### config.mk
export PLATFORM = sky130hd
export DESIGN_NAME = marked_base_window_density_top_flat
export DESIGN_NICKNAME = d
export VERILOG_FILES = /design/src/rtl/mbwd_pkg.sv /design/src/rtl/mbwd_if.sv /design/src/rtl/mbwd_tracker.sv /design/src/rtl/mbwd_judge.sv /design/src/rtl/mbwd_fifo.sv /design/src/rtl/marked_base_window_density_top.sv /design/src/flat_wrapper.sv
export SDC_FILE = /design/constraint.sdc
export NUM_CORES = 1
export LEC_CHECK = 0
export BUFFER_PORTS_ARGS = -buffer_cell sky130_fd_sc_hd__buf_2
export CAP_MARGIN = 0
export CORE_ASPECT_RATIO = 0.6
export CORE_UTILIZATION = 45
export CTS_CLUSTER_SIZE = 10
export DETAILED_ROUTE_END_ITERATION = 6
export GPL_ROUTABILITY_DRIVEN = 0
export GPL_TIMING_DRIVEN = 0
export SETUP_SLACK_MARGIN = 0.02
export SLEW_MARGIN = 20
export SYNTH_ARGS = -nofsm -noshare
export SYNTH_HDL_FRONTEND = slang
export SYNTH_HIERARCHICAL = 1
export SYNTH_SLANG_ARGS = --single-unit
### constraint.sdc
create_clock -name clk -period 40.3 [get_ports clk]
set_input_delay 6.045 -clock clk [delete_from_list [all_inputs] [get_ports clk]]
set_output_delay 6.045 -clock clk [all_outputs]
set_load 0.02 [all_outputs]
### src/rtl/mbwd_pkg.sv
// Package for the marked-base window density block.
// Holds the shared widths, the threshold reset value and the word types passed between stages.
// No dependencies.
`default_nettype none

package mbwd_pkg;

  localparam int POS_W      = 31;
  localparam int CNT_W      = 16;
  localparam int OUT_CNT_W  = 10;
  localparam int THR_W      = 17;
  localparam int PROD_W     = 33;
  localparam int FIFO_DEPTH = 4;
  localparam int FIFO_AW    = 2;
  localparam int FIFO_CW    = 3;

  localparam logic [THR_W-1:0] THR_RESET = 17'd26214;

  typedef logic [POS_W-1:0] pos_t;
  typedef logic [CNT_W-1:0] cnt_t;
  typedef logic [THR_W-1:0] thr_t;

  // Window candidate from the tracker: still to be judged against the threshold
  typedef struct packed {
    logic valid;
    pos_t win_start;
    pos_t win_end;
    cnt_t count;
    cnt_t den;
  } cand_t;

  // Reported window payload
  typedef struct packed {
    pos_t                 win_start;
    pos_t                 win_end;
    logic [OUT_CNT_W-1:0] count;
  } win_t;

  typedef struct packed {
    logic valid;
    win_t win;
  } res_t;

endpackage

`default_nettype wire

### src/rtl/mbwd_if.sv
// Valid/ready channel interfaces for the window density block.
// Depends on mbwd_pkg for field widths.
`default_nettype none

interface mbwd_in_if;
  logic valid;
  logic ready;
  logic base_marked;
  logic last_base;

  modport source (output valid, output base_marked, output last_base, input ready);
  modport sink   (input valid, input base_marked, input last_base, output ready);
endinterface

interface mbwd_out_if;
  logic                           valid;
  logic                           ready;
  logic [mbwd_pkg::POS_W-1:0]     window_start;
  logic [mbwd_pkg::POS_W-1:0]     window_end;
  logic [mbwd_pkg::OUT_CNT_W-1:0] marked_count;

  modport source (output valid, output window_start, output window_end,
                  output marked_count, input ready);
  modport sink   (input valid, input window_start, input window_end,
                  input marked_count, output ready);
endinterface

`default_nettype wire

### src/rtl/mbwd_tracker.sv
// Window tracker: base position, round-robin window slots and their counters.
// Registers a window candidate when an accepted base completes the head window or ends a sequence. Uses mbwd_pkg.
`default_nettype none

module mbwd_tracker #(
  parameter int unsigned WINDOW_LENGTH  = 1000,
  parameter int unsigned WINDOW_OVERLAP = 5
) (
  input  logic            clk,
  input  logic            rst,
  input  logic            accept,
  input  logic            base_marked,
  input  logic            last_base,
  output mbwd_pkg::cand_t cand
);
  import mbwd_pkg::*;

  localparam int unsigned STEP_RAW = WINDOW_LENGTH / WINDOW_OVERLAP;
  localparam int unsigned STEP     = (STEP_RAW > 0) ? STEP_RAW : 1;
  localparam int unsigned SLOTS    = (WINDOW_LENGTH + STEP - 1) / STEP;
  localparam int unsigned SW       = (SLOTS > 1) ? $clog2(SLOTS) : 1;
  localparam int unsigned PW       = (STEP > 1) ? $clog2(STEP) : 1;
  localparam int unsigned CW       = $clog2(WINDOW_LENGTH + 1);

  // control state
  pos_t              pos;
  logic [PW-1:0]     phase;
  logic [SW-1:0]     next_slot;
  logic [SW-1:0]     head;      // oldest open slot
  logic [SLOTS-1:0]  valid;
  logic [SLOTS-1:0]  valid_next;
  logic              cand_valid;

  // slot payload
  logic [CW-1:0]     cnt   [SLOTS];
  logic [CW-1:0]     seen  [SLOTS];
  pos_t              start [SLOTS];

  // updated slot values for this base
  logic [SLOTS-1:0]  slot_open;
  logic [SLOTS-1:0]  valid_u;
  logic [CW-1:0]     cnt_u   [SLOTS];
  logic [CW-1:0]     seen_u  [SLOTS];
  pos_t              start_u [SLOTS];

  logic              opening;
  logic              head_valid;
  logic [CW-1:0]     head_cnt;
  logic [CW-1:0]     head_seen;
  pos_t              head_start;
  pos_t              endpos;
  logic              complete;

  cnt_t              cand_count;
  cnt_t              cand_den;
  pos_t              cand_start;
  pos_t              cand_end;

  // per-slot update: open a slot on a step boundary, count into every open slot
  always_comb begin
    opening = (phase == '0);
    for (int k = 0; k < SLOTS; k++) begin
      slot_open[k] = opening && (next_slot == SW'(k));
      valid_u[k]   = valid[k] | slot_open[k];
      cnt_u[k]     = (slot_open[k] ? '0 : cnt[k]) + CW'(valid_u[k] & base_marked);
      seen_u[k]    = (slot_open[k] ? '0 : seen[k]) + CW'(valid_u[k]);
      start_u[k]   = slot_open[k] ? pos : start[k];
    end
  end

  // head slot is the only one that can complete, and the one cut at sequence end
  always_comb begin
    head_valid = valid_u[head];
    head_cnt   = cnt_u[head];
    head_seen  = seen_u[head];
    head_start = start_u[head];
    endpos     = pos + POS_W'(1);
    complete   = head_valid && !last_base && (head_seen == CW'(WINDOW_LENGTH));
    valid_next = valid_u;
    if (complete) begin
      valid_next[head] = 1'b0;
    end
  end

  // control registers
  always_ff @(posedge clk) begin
    if (rst) begin
      pos        <= '0;
      phase      <= '0;
      next_slot  <= '0;
      head       <= '0;
      valid      <= '0;
      cand_valid <= 1'b0;
    end else begin
      cand_valid <= accept && (last_base ? head_valid : complete);
      if (accept) begin
        if (last_base) begin
          pos       <= '0;
          phase     <= '0;
          next_slot <= '0;
          head      <= '0;
          valid     <= '0;
        end else begin
          pos   <= endpos;
          phase <= (phase == PW'(STEP - 1)) ? '0 : phase + PW'(1);
          if (opening) begin
            next_slot <= (next_slot == SW'(SLOTS - 1)) ? '0 : next_slot + SW'(1);
          end
          if (complete) begin
            head <= (head == SW'(SLOTS - 1)) ? '0 : head + SW'(1);
          end
          valid <= valid_next;
        end
      end
    end
  end

  // slot and candidate payload
  always_ff @(posedge clk) begin
    if (accept) begin
      for (int k = 0; k < SLOTS; k++) begin
        cnt[k]   <= cnt_u[k];
        seen[k]  <= seen_u[k];
        start[k] <= start_u[k];
      end
      cand_start <= head_start;
      cand_end   <= endpos;
      cand_count <= CNT_W'(head_cnt);
      cand_den   <= last_base ? CNT_W'(head_seen) : CNT_W'(WINDOW_LENGTH);
    end
  end

  always_comb begin
    cand.valid     = cand_valid;
    cand.win_start = cand_start;
    cand.win_end   = cand_end;
    cand.count     = cand_count;
    cand.den       = cand_den;
  end

endmodule

`default_nettype wire

### src/rtl/mbwd_judge.sv
// Density judge: exact cross-multiplied compare of a window against the threshold.
// Registers the windows that pass. Uses mbwd_pkg.
`default_nettype none

module mbwd_judge (
  input  logic            clk,
  input  logic            rst,
  input  mbwd_pkg::thr_t  thr,
  input  mbwd_pkg::cand_t cand,
  output mbwd_pkg::res_t  res
);
  import mbwd_pkg::*;

  logic [PROD_W-1:0] lhs;
  logic [PROD_W-1:0] rhs;
  logic              pass;
  logic              res_valid;
  win_t              res_win;

  // count * 2^16 >= thr * den
  always_comb begin
    lhs  = {1'b0, cand.count, 16'h0000};
    rhs  = PROD_W'(thr) * PROD_W'(cand.den);
    pass = (lhs >= rhs);
  end

  always_ff @(posedge clk) begin
    if (rst) begin
      res_valid <= 1'b0;
    end else begin
      res_valid <= cand.valid && pass;
    end
  end

  always_ff @(posedge clk) begin
    res_win.win_start <= cand.win_start;
    res_win.win_end   <= cand.win_end;
    res_win.count     <= cand.count[OUT_CNT_W-1:0];
  end

  always_comb begin
    res.valid = res_valid;
    res.win   = res_win;
  end

endmodule

`default_nettype wire

### src/rtl/mbwd_fifo.sv
// Small output queue that decouples the result side from the pipeline.
// Reports its fill level for input credit. Uses mbwd_pkg.
`default_nettype none

module mbwd_fifo (
  input  logic                          clk,
  input  logic                          rst,
  input  mbwd_pkg::res_t                res,
  input  logic                          rd_ready,
  output logic                          rd_valid,
  output mbwd_pkg::win_t                rd_win,
  output logic [mbwd_pkg::FIFO_CW-1:0]  fill
);
  import mbwd_pkg::*;

  win_t               mem [FIFO_DEPTH];
  logic [FIFO_AW-1:0] wr_ptr;
  logic [FIFO_AW-1:0] rd_ptr;
  logic               pop;

  assign rd_valid = (fill != '0);
  assign rd_win   = mem[rd_ptr];
  assign pop      = rd_valid && rd_ready;

  // pointers and fill level; space is guaranteed by the input credit
  always_ff @(posedge clk) begin
    if (rst) begin
      wr_ptr <= '0;
      rd_ptr <= '0;
      fill   <= '0;
    end else begin
      if (res.valid) begin
        wr_ptr <= wr_ptr + FIFO_AW'(1);
      end
      if (pop) begin
        rd_ptr <= rd_ptr + FIFO_AW'(1);
      end
      fill <= fill + FIFO_CW'(res.valid) - FIFO_CW'(pop);
    end
  end

  always_ff @(posedge clk) begin
    if (res.valid) begin
      mem[wr_ptr] <= res.win;
    end
  end

endmodule

`default_nettype wire

### src/rtl/marked_base_window_density_top.sv
// Path of a window word: tracker candidate register, judge result register, output queue head.
// Throughput: one base per cycle while in ready is high; the tracker updates all window slots in one pass.
// in ready drops only when the 4-word output queue plus words in flight is full.
// Reset (rst, synchronous): position, slots and queue clear; threshold returns to 26214.
// Top level of the marked-base window density block.
// Depends on mbwd_pkg, mbwd_if, mbwd_tracker, mbwd_judge and mbwd_fifo.
`default_nettype none

module marked_base_window_density_top #(
  parameter int unsigned WINDOW_LENGTH  = 1000,
  parameter int unsigned WINDOW_OVERLAP = 5
) (
  input  logic                       clk,
  input  logic                       rst,
  mbwd_in_if.sink                    in_ch,
  mbwd_out_if.source                 out_ch,
  input  logic                       cfg_we,
  input  logic [mbwd_pkg::THR_W-1:0] cfg_wdata
);
  import mbwd_pkg::*;

  thr_t               thr;
  cand_t              cand;
  res_t               res;
  win_t               head_win;
  logic [FIFO_CW-1:0] fill;
  logic [FIFO_CW-1:0] committed;
  logic               accept;

  // threshold register
  always_ff @(posedge clk) begin
    if (rst) begin
      thr <= THR_RESET;
    end else if (cfg_we) begin
      thr <= cfg_wdata;
    end
  end

  // credit: queue words plus words still in the pipeline
  assign committed   = fill + FIFO_CW'(cand.valid) + FIFO_CW'(res.valid);
  assign in_ch.ready = (committed < FIFO_CW'(FIFO_DEPTH));
  assign accept      = in_ch.valid && in_ch.ready;

  mbwd_tracker #(
    .WINDOW_LENGTH  (WINDOW_LENGTH),
    .WINDOW_OVERLAP (WINDOW_OVERLAP)
  ) u_tracker (
    .clk         (clk),
    .rst         (rst),
    .accept      (accept),
    .base_marked (in_ch.base_marked),
    .last_base   (in_ch.last_base),
    .cand        (cand)
  );

  mbwd_judge u_judge (
    .clk  (clk),
    .rst  (rst),
    .thr  (thr),
    .cand (cand),
    .res  (res)
  );

  mbwd_fifo u_fifo (
    .clk      (clk),
    .rst      (rst),
    .res      (res),
    .rd_ready (out_ch.ready),
    .rd_valid (out_ch.valid),
    .rd_win   (head_win),
    .fill     (fill)
  );

  assign out_ch.window_start = head_win.win_start;
  assign out_ch.window_end   = head_win.win_end;
  assign out_ch.marked_count = head_win.count;

endmodule

`default_nettype wire

### src/flat_wrapper.sv
// flat-port wrapper written by rule: the top's interface ports become plain ports
module marked_base_window_density_top_flat import mbwd_pkg::*;
#(
  parameter int unsigned WINDOW_LENGTH  = 1000,
  parameter int unsigned WINDOW_OVERLAP = 5
)
  (clk, rst, cfg_we, cfg_wdata, in_ch_valid, in_ch_base_marked, in_ch_last_base, in_ch_ready, out_ch_valid, out_ch_window_start, out_ch_window_end, out_ch_marked_count, out_ch_ready);
  mbwd_in_if in_ch_i ();
  mbwd_out_if out_ch_i ();
  input  logic clk;
  input  logic rst;
  input  logic cfg_we;
  input  logic [mbwd_pkg::THR_W-1:0] cfg_wdata;
  input wire logic [$bits(in_ch_i.valid)-1:0] in_ch_valid;
  input wire logic [$bits(in_ch_i.base_marked)-1:0] in_ch_base_marked;
  input wire logic [$bits(in_ch_i.last_base)-1:0] in_ch_last_base;
  output wire logic [$bits(in_ch_i.ready)-1:0] in_ch_ready;
  output wire logic [$bits(out_ch_i.valid)-1:0] out_ch_valid;
  output wire logic [$bits(out_ch_i.window_start)-1:0] out_ch_window_start;
  output wire logic [$bits(out_ch_i.window_end)-1:0] out_ch_window_end;
  output wire logic [$bits(out_ch_i.marked_count)-1:0] out_ch_marked_count;
  input wire logic [$bits(out_ch_i.ready)-1:0] out_ch_ready;
  assign in_ch_i.valid = in_ch_valid;
  assign in_ch_i.base_marked = in_ch_base_marked;
  assign in_ch_i.last_base = in_ch_last_base;
  assign in_ch_ready = in_ch_i.ready;
  assign out_ch_valid = out_ch_i.valid;
  assign out_ch_window_start = out_ch_i.window_start;
  assign out_ch_window_end = out_ch_i.window_end;
  assign out_ch_marked_count = out_ch_i.marked_count;
  assign out_ch_i.ready = out_ch_ready;
  marked_base_window_density_top #(.WINDOW_LENGTH(WINDOW_LENGTH), .WINDOW_OVERLAP(WINDOW_OVERLAP)) u_core (.clk(clk), .rst(rst), .in_ch(in_ch_i), .out_ch(out_ch_i), .cfg_we(cfg_we), .cfg_wdata(cfg_wdata));
endmodule
==> reports/qor.txt, run 1 <==
Final Hold Viols - 0
Mapped Cells - 3557
most numerous cell in the Yosys netlist - nand2_1
overflow left after global routing - 0
Total GRT Usage - 24.00%
Cell Int Power - 2.339 mW
Row Count - 86
Max clock buf depth - 3
leading area contributor after synthesis - edfxtp_1
CTS tree - yes
clock network fraction of design power - 18.0%
top-area cell type share of the netlist area - 44.77%
Die W - 396.0 um
worst reg-to-reg path cell count - 28
most used cell, CP - fa_1
Ys Warns - 6
Worst Hold End - u_core/u_judge/res[10]$_DFF_P_
total power - 4.079 mW
R2R setup slack - 31.16 ns
Hold Crit Start - u_core/u_tracker/cand_end[0]$_DFFE_PP_
reg2reg end - u_core/u_judge/res_valid$_SDFF_PP0_
Worst-Margin Slew - 1.218 ns
post-synth cell types - 95
Main synth FF type - edfxtp_1
wire per inst - 22.03 um
setup bufs post-CTS - 0
antenna violations before repair - 2
Slew headroom - 18.38%
Final Max Slew Viols - 0
PwrDens - 86.68 nW/um^2
Min Hold Slack - 0.3318 ns
Synth Register Bits - 775
initial DRC count - 3019
H-Tree Depth - 3
full die area - 94420 um^2
clk_lat worst skew - 0.68 ns
fmax - 109.4 MHz
Final Util - 51.15%
maximum VDD drop - 0.1508 mV
critical path peak fanout - 10
WHS Path Cells - 0
Critical Path Max Stage Delay - 0.70 ns
Final min period - 9.141 ns
ys async rst share - 0%
reg2reg start - u_core/thr[10]$_SDFFE_PP1P_
most instantiated cells after synthesis - 682 x nand2_1, 625 x edfxtp_1, 288 x inv_1
Post-Syn Area - 41920 um^2
P_leak - 18.40 nW
CTS Sinks - 775
data required time of the critical path - 40.79 ns
Tcrit/Tclk final - 22.68%
unrepaired setup endpoints after global routing - no
sw frac - 42.65%
multi-input logic area - 18150 um^2
Comb power frac - 55.8%
Register Area - 21770 um^2
fillers - 8065
largest net degree at the start of global routing - 47
first-pass GRT wire length - 169.5 mm
root buf cell - clkbuf_16
CP Launch Type - register
EDFF count, synth - 625
DRT Wirelength - 112.2 mm
first-pass iteration count of the detailed router - 6
layout cell share with drive strength beyond 1 - 10.29%
nets - 4176
total vias in the final route - 28080
critical path arrival - 9.63 ns
Layout area overhead - 12.27%
switching power total - 1.740 mW
DRC - 0
crit end category - register
critical path's slowest cell - clkbuf_1
crit path kind - reg -> reg
register area share after synthesis - 51.93%
TritonCTS buffer count - 88
vias in the first global route - 26890
Core ar. - 92000 um^2
PostCTS Resize Cnt - 0
clock slew at reported path FFs - 0.06 ns
Initial Util - 45.57%
synth top area cells - edfxtp_1 45%, fa_1 10%, dfxtp_1 7.2%, nand2_1 6.1%, ha_1 4.7%
Die Height - 238.4 um
# setup viols final - 0
clock skew - 0.03573 ns
ANT nets after route - 0
status - completed
Detailed Place HPWL - 84.27 mm
Max Cap Viol - 0
worst hold-check path type - reg -> reg
sequential power share - 26.2%
Ports - 98
vias per inst - 5.514
hold-fix buffers at CTS - 0
port bufs - 96
Avg Cell Area, Syn - 11.79 um^2
## layout make-up
cell class	instances	area share, %
Buffer	201	2.090
Multi-Input combinational cell	2302	38.58
Antenna cell	2	0.01063
Clock inverter	8	0.2898
Inverter	290	2.313
Clock buffer	155	5.213
Sequential cell	775	46.26
Timing Repair Buffer	127	1.973
Tap cell	1232	3.275
## critical path, delay by kind of cell (launching register included)
kind / cells / cell delay [ns]
AOI/OAI and AO/OA: 6 / 1.57
xor gates and xnor gates: 1 / 0.15
adders and majority gates: 8 / 3.64
buffers and inverters: 5 / 1.03
DFF: 1 / 0.63
and+or+nand+nor: 8 / 1.92
## worst max-delay path by stage
stage / cells after the start / from / slack (ns) / endpoint
global placement: 10 / in_ch_valid / -21.48 / u_core/u_tracker/pos[2]$_SDFFE_PP0P_
detailed placement: 15 / in_ch_valid / 31.07 / u_core/u_tracker/pos[2]$_SDFFE_PP0P_
global route: 28 / u_core/thr[10]$_SDFFE_PP1P_ / 30.59 / u_core/u_judge/res_valid$_SDFF_PP0_
CTS: 4 / register / 31.44 / out_ch_window_start[3]
finish: 28 / u_core/thr[10]$_SDFFE_PP1P_ / 31.16 / u_core/u_judge/res_valid$_SDFF_PP0_
floorplan: 9 / in_ch_valid / 1.85 / u_core/u_tracker/pos[2]$_SDFFE_PP0P_
## power by group through the flow
stage,Sequential [mW],Clock (mW),Combinational (mW)
floorplan,1.11,0,1.70
global placement,1.17,0,2.19
detailed placement,1.08,0,2.21
CTS,1.07,0.752,2.23
global route,1.08,0.785,2.54
finish,1.07,0.735,2.28
## layer usage
layer,wire length [um],track usage (%)
met1,54700,38.98
met2,42970,30.38
met3,13000,7.764
met4,1516,4.703
met5,0,0
## flip-flops by register name (all words and copies together) (netlist names), 5 cells and up, named ones only
register,count
u_core/u_fifo/mem,288
u_core/u_tracker/start,155
u_core/u_judge/res,72
u_core/u_tracker/cnt,50
u_core/u_tracker/seen,50
u_core/u_tracker/cand_end,31
u_core/u_tracker/cand_start,31
u_core/u_tracker/pos,31
u_core/thr,17
u_core/u_tracker/cand_count,10
u_core/u_tracker/cand_den,10
u_core/u_tracker/phase,8
u_core/u_tracker/valid,5
## layout by cell type, fill, tap and decap left out, types with 49 or more instances in the layout
master / synthesis / routed
nand2_1: 682 / 682
edfxtp_1: 625 / 625
inv_1: 288 / 288
clkbuf_1: 149 / 216
nor2_1: 215 / 214
fa_1: 209 / 209
ha_1: 158 / 158
dfxtp_1: 150 / 150
and2_1: 153 / 149
buf_2: 14 / 110
clkbuf_16: 0 / 88
a21oi_1: 84 / 84
mux4_2: 75 / 75
xnor2_1: 70 / 70
nand3_1: 69 / 69
xor2_1: 59 / 59
mux2i_1: 49 / 49
## metrics by stage
step	setup WS (ns)	instance area [um^2]	instances	setup TNS, ns
floorplan	1.845	41960	3568	0
global placement	-21.48	43980	4896	-2463.14
detailed placement	31.07	44470	4927	0
CTS	31.44	47060	5090	0
global route	30.59	47060	5090	0
finish	31.16	47060	5092	0
## logic make-up after synthesis
group	share of synthesized area (%)
compound gates	6.044
xor+xnor	2.752
fa+ha+maj	14.70
buf+inv	4.943
flops	51.93
mux	5.432
other cells	0.008946
simple gates	14.19
Note: power is estimated with default switching activity, not from simulation.
==> run 2: changes to the inputs <==
- clock period: 40.3 -> 8.07 ns (I/O delays scaled with it)
==> run 2 against run 1 <==
- clock skew up 0.0057 ns
- non-clock buffer count up 19
- highest routed layer is now met5
- largest power group unchanged
- hold slack worse by 0.0044 ns
- largest cell class unchanged
- global-route usage about the same
==> reports/qor.txt, run 2 (synthesized netlist as in run 1, its figures left out) <==
crit path kind - reg -> reg
first-pass GRT wire length - 170.0 mm
max reg flops - 288
Ports - 98
H-Tree Depth - 3
CP bufs+invs - 5
wire per inst - 21.95 um
Max clock buf depth - 3
reg2reg end - u_core/u_judge/res_valid$_SDFF_PP0_
hold-fix buffers at CTS - 0
largest net degree at the start of global routing - 47
nets - 4195
layout cell share with drive strength beyond 1 - 12.80%
total power - 21.51 mW
Layout area overhead - 13.69%
Min Hold Slack - 0.3274 ns
vias in the first global route - 26730
Worst Hold End - u_core/u_judge/res[12]$_DFF_P_
Core ar. - 92000 um^2
Slew headroom - 28.92%
Register Area - 21800 um^2
WHS Path Cells - 0
data required time of the critical path - 8.58 ns
full die area - 94420 um^2
overflow left after global routing - 0
DRT Wirelength - 112.2 mm
CTS tree - yes
critical path's slowest cell - fa_1
first-pass iteration count of the detailed router - 6
Die Height - 238.4 um
Total GRT Usage - 24.01%
P_leak - 18.66 nW
worst hold-check path type - reg -> reg
Tcrit/Tclk final - 97.11%
Row Count - 86
final worst-path setup slack - 0.2334 ns
highest-count cells in the layout ignoring fill and taps - 682 x nand2_1, 625 x edfxtp_1, 288 x inv_1, 212 x nor2_1, 209 x fa_1
Post-Place Worst Slack - -0.8666 ns
Hold Crit Start - u_core/u_tracker/cand_end[2]$_DFFE_PP_
multi-input logic area - 18360 um^2
delay-heaviest family, CP - adder cells
Worst-Margin Slew - 1.060 ns
Initial Util - 45.57%
most used cell, CP - fa_1
unrepaired setup endpoints after global routing - no
CP Launch Type - register
critical path arrival - 8.34 ns
fillers - 8077
clock skew - 0.04143 ns
Final Max Slew Viols - 0
Final Util - 51.80%
clk_lat worst skew - 0.69 ns
total vias in the final route - 28230
maximum VDD drop - 0.8703 mV
Final Hold Viols - 0
initial DRC count - 3164
Final min period - 7.837 ns
PwrDens - 451.4 nW/um^2
worst reg-to-reg path cell count - 26
Most flops, register - u_core/u_fifo/mem
fmax - 127.6 MHz
CTS Sinks - 775
status - completed
ANT nets after route - 0
antenna violations before repair - 7
crit end category - register
# setup viols final - 0
port bufs - 96
commonest non-fill, non-tap cell in the layout - nand2_1
Die W - 396.0 um
critical path peak fanout - 10
reg2reg start - u_core/thr[10]$_SDFFE_PP1P_
Critical Path Max Stage Delay - 0.54 ns
Max Cap Viol - 0
DRC - 0
TritonCTS buffer count - 88
R2R setup slack - 0.23 ns
Detailed Place HPWL - 84.24 mm
root buf cell - clkbuf_16
clock slew at reported path FFs - 0.06 ns
vias per inst - 5.526
[run 2: cell types whose count changed in the layout (fill, tap and decap cells not counted), sizes merged]
cell,previous run,this run
diode,2,1
clkinv,6,10
clkbuf,306,291
inv,292,289
buf,177,209
[run 2: worst reg2reg max path, stage by stage, from the launching register on]
cell and delay (ns):
dfxtp_2 0.48, buf_4 0.30, nand2_1 0.12, fa_1 0.50, fa_1 0.51, inv_1 0.05, fa_1 0.48, fa_1 0.52
fa_1 0.54, inv_1 0.05, fa_1 0.53, inv_1 0.04, ha_1 0.27, buf_2 0.18, a211oi_1 0.41, o21ai_0 0.19
nand3b_1 0.20, a311oi_2 0.16, nor2_2 0.18, xor2_2 0.21, ha_1 0.16, and4_4 0.24, nand3_2 0.14, nand4bb_1 0.25
nor4_2 0.32, a31oi_2 0.17, nor4_4 0.46
[run 2: per-layer routing]
layer  track usage, %  routed length, um  vias to the layer above  part of all wire, %
met5                0                 26                        -                0.023
met4            4.271               1446                        4                  1.3
li1                 -                  -                    12820                    -
met3            6.692              12810                      119                   11
met1            40.22              55530                    14020                   50
met2            29.99              42330                     1265                   38
[run 2: what timing repair did]
action / in CTS / in global routing
setup endpoints to repair: 1 / 1
endpoints found under the hold margin: 0 / 0
gates resized for setup: 59 / 69
setup buffers: 11 / 8
pin swaps: 3 / 18
gates cloned: 0 / 0
[run 2: power breakdown]
group | total, mW | switching (mW) | internal [mW] | leakage, nW
clock network | 3.72 | 1.62 | 2.10 | 1.26
registers | 5.32 | 0.304 | 5.01 | 7.14
logic | 12.5 | 7.40 | 5.08 | 10.3
[run 2: metrics by stage]
step | cell area (um^2) | TNS, ns | cells
after floorplan | 42040 | -821.18 | 3568
after global placement | 44060 | -2697.21 | 4896
after detailed placement | 44530 | -0.8666 | 4928
after CTS | 47410 | 0 | 5100
after global routing | 47660 | 0 | 5108
final | 47660 | 0 | 5109
[run 2: cell type report]
class,instances,area share [%]
Sequential cell,775,45.75
Multi-Input combinational cell,2302,38.52
Clock buffer,153,5.196
Tap cell,1232,3.234
Timing Repair Buffer,147,2.297
Buffer,200,2.297
Inverter,290,2.284
Clock inverter,9,0.4148
Antenna cell,1,0.005251
[run 2: worst max path at each step]
stage / startpoint / to / slack (ns) / cells past startpoint
after floorplan: u_core/u_judge/res_valid$_SDFF_PP0_ / u_core/u_tracker/pos[2]$_SDFFE_PP0P_ / -4.45 / 11
after global placement: u_core/u_fifo/fill[0]$_SDFF_PP0_ / u_core/u_tracker/pos[2]$_SDFFE_PP0P_ / -13.69 / 10
after detailed placement: u_core/thr[9]$_SDFFE_PP1P_ / u_core/u_judge/res_valid$_SDFF_PP0_ / -0.87 / 28
after CTS: u_core/u_tracker/cand_den[6]$_SDFFCE_PN1P_ / u_core/u_judge/res_valid$_SDFF_PP0_ / 0.05 / 26
after global routing: u_core/u_tracker/cand_den[4]$_SDFFCE_PN0P_ / u_core/u_judge/res_valid$_SDFF_PP0_ / 0.01 / 28
final: u_core/thr[10]$_SDFFE_PP1P_ / u_core/u_judge/res_valid$_SDFF_PP0_ / 0.23 / 26
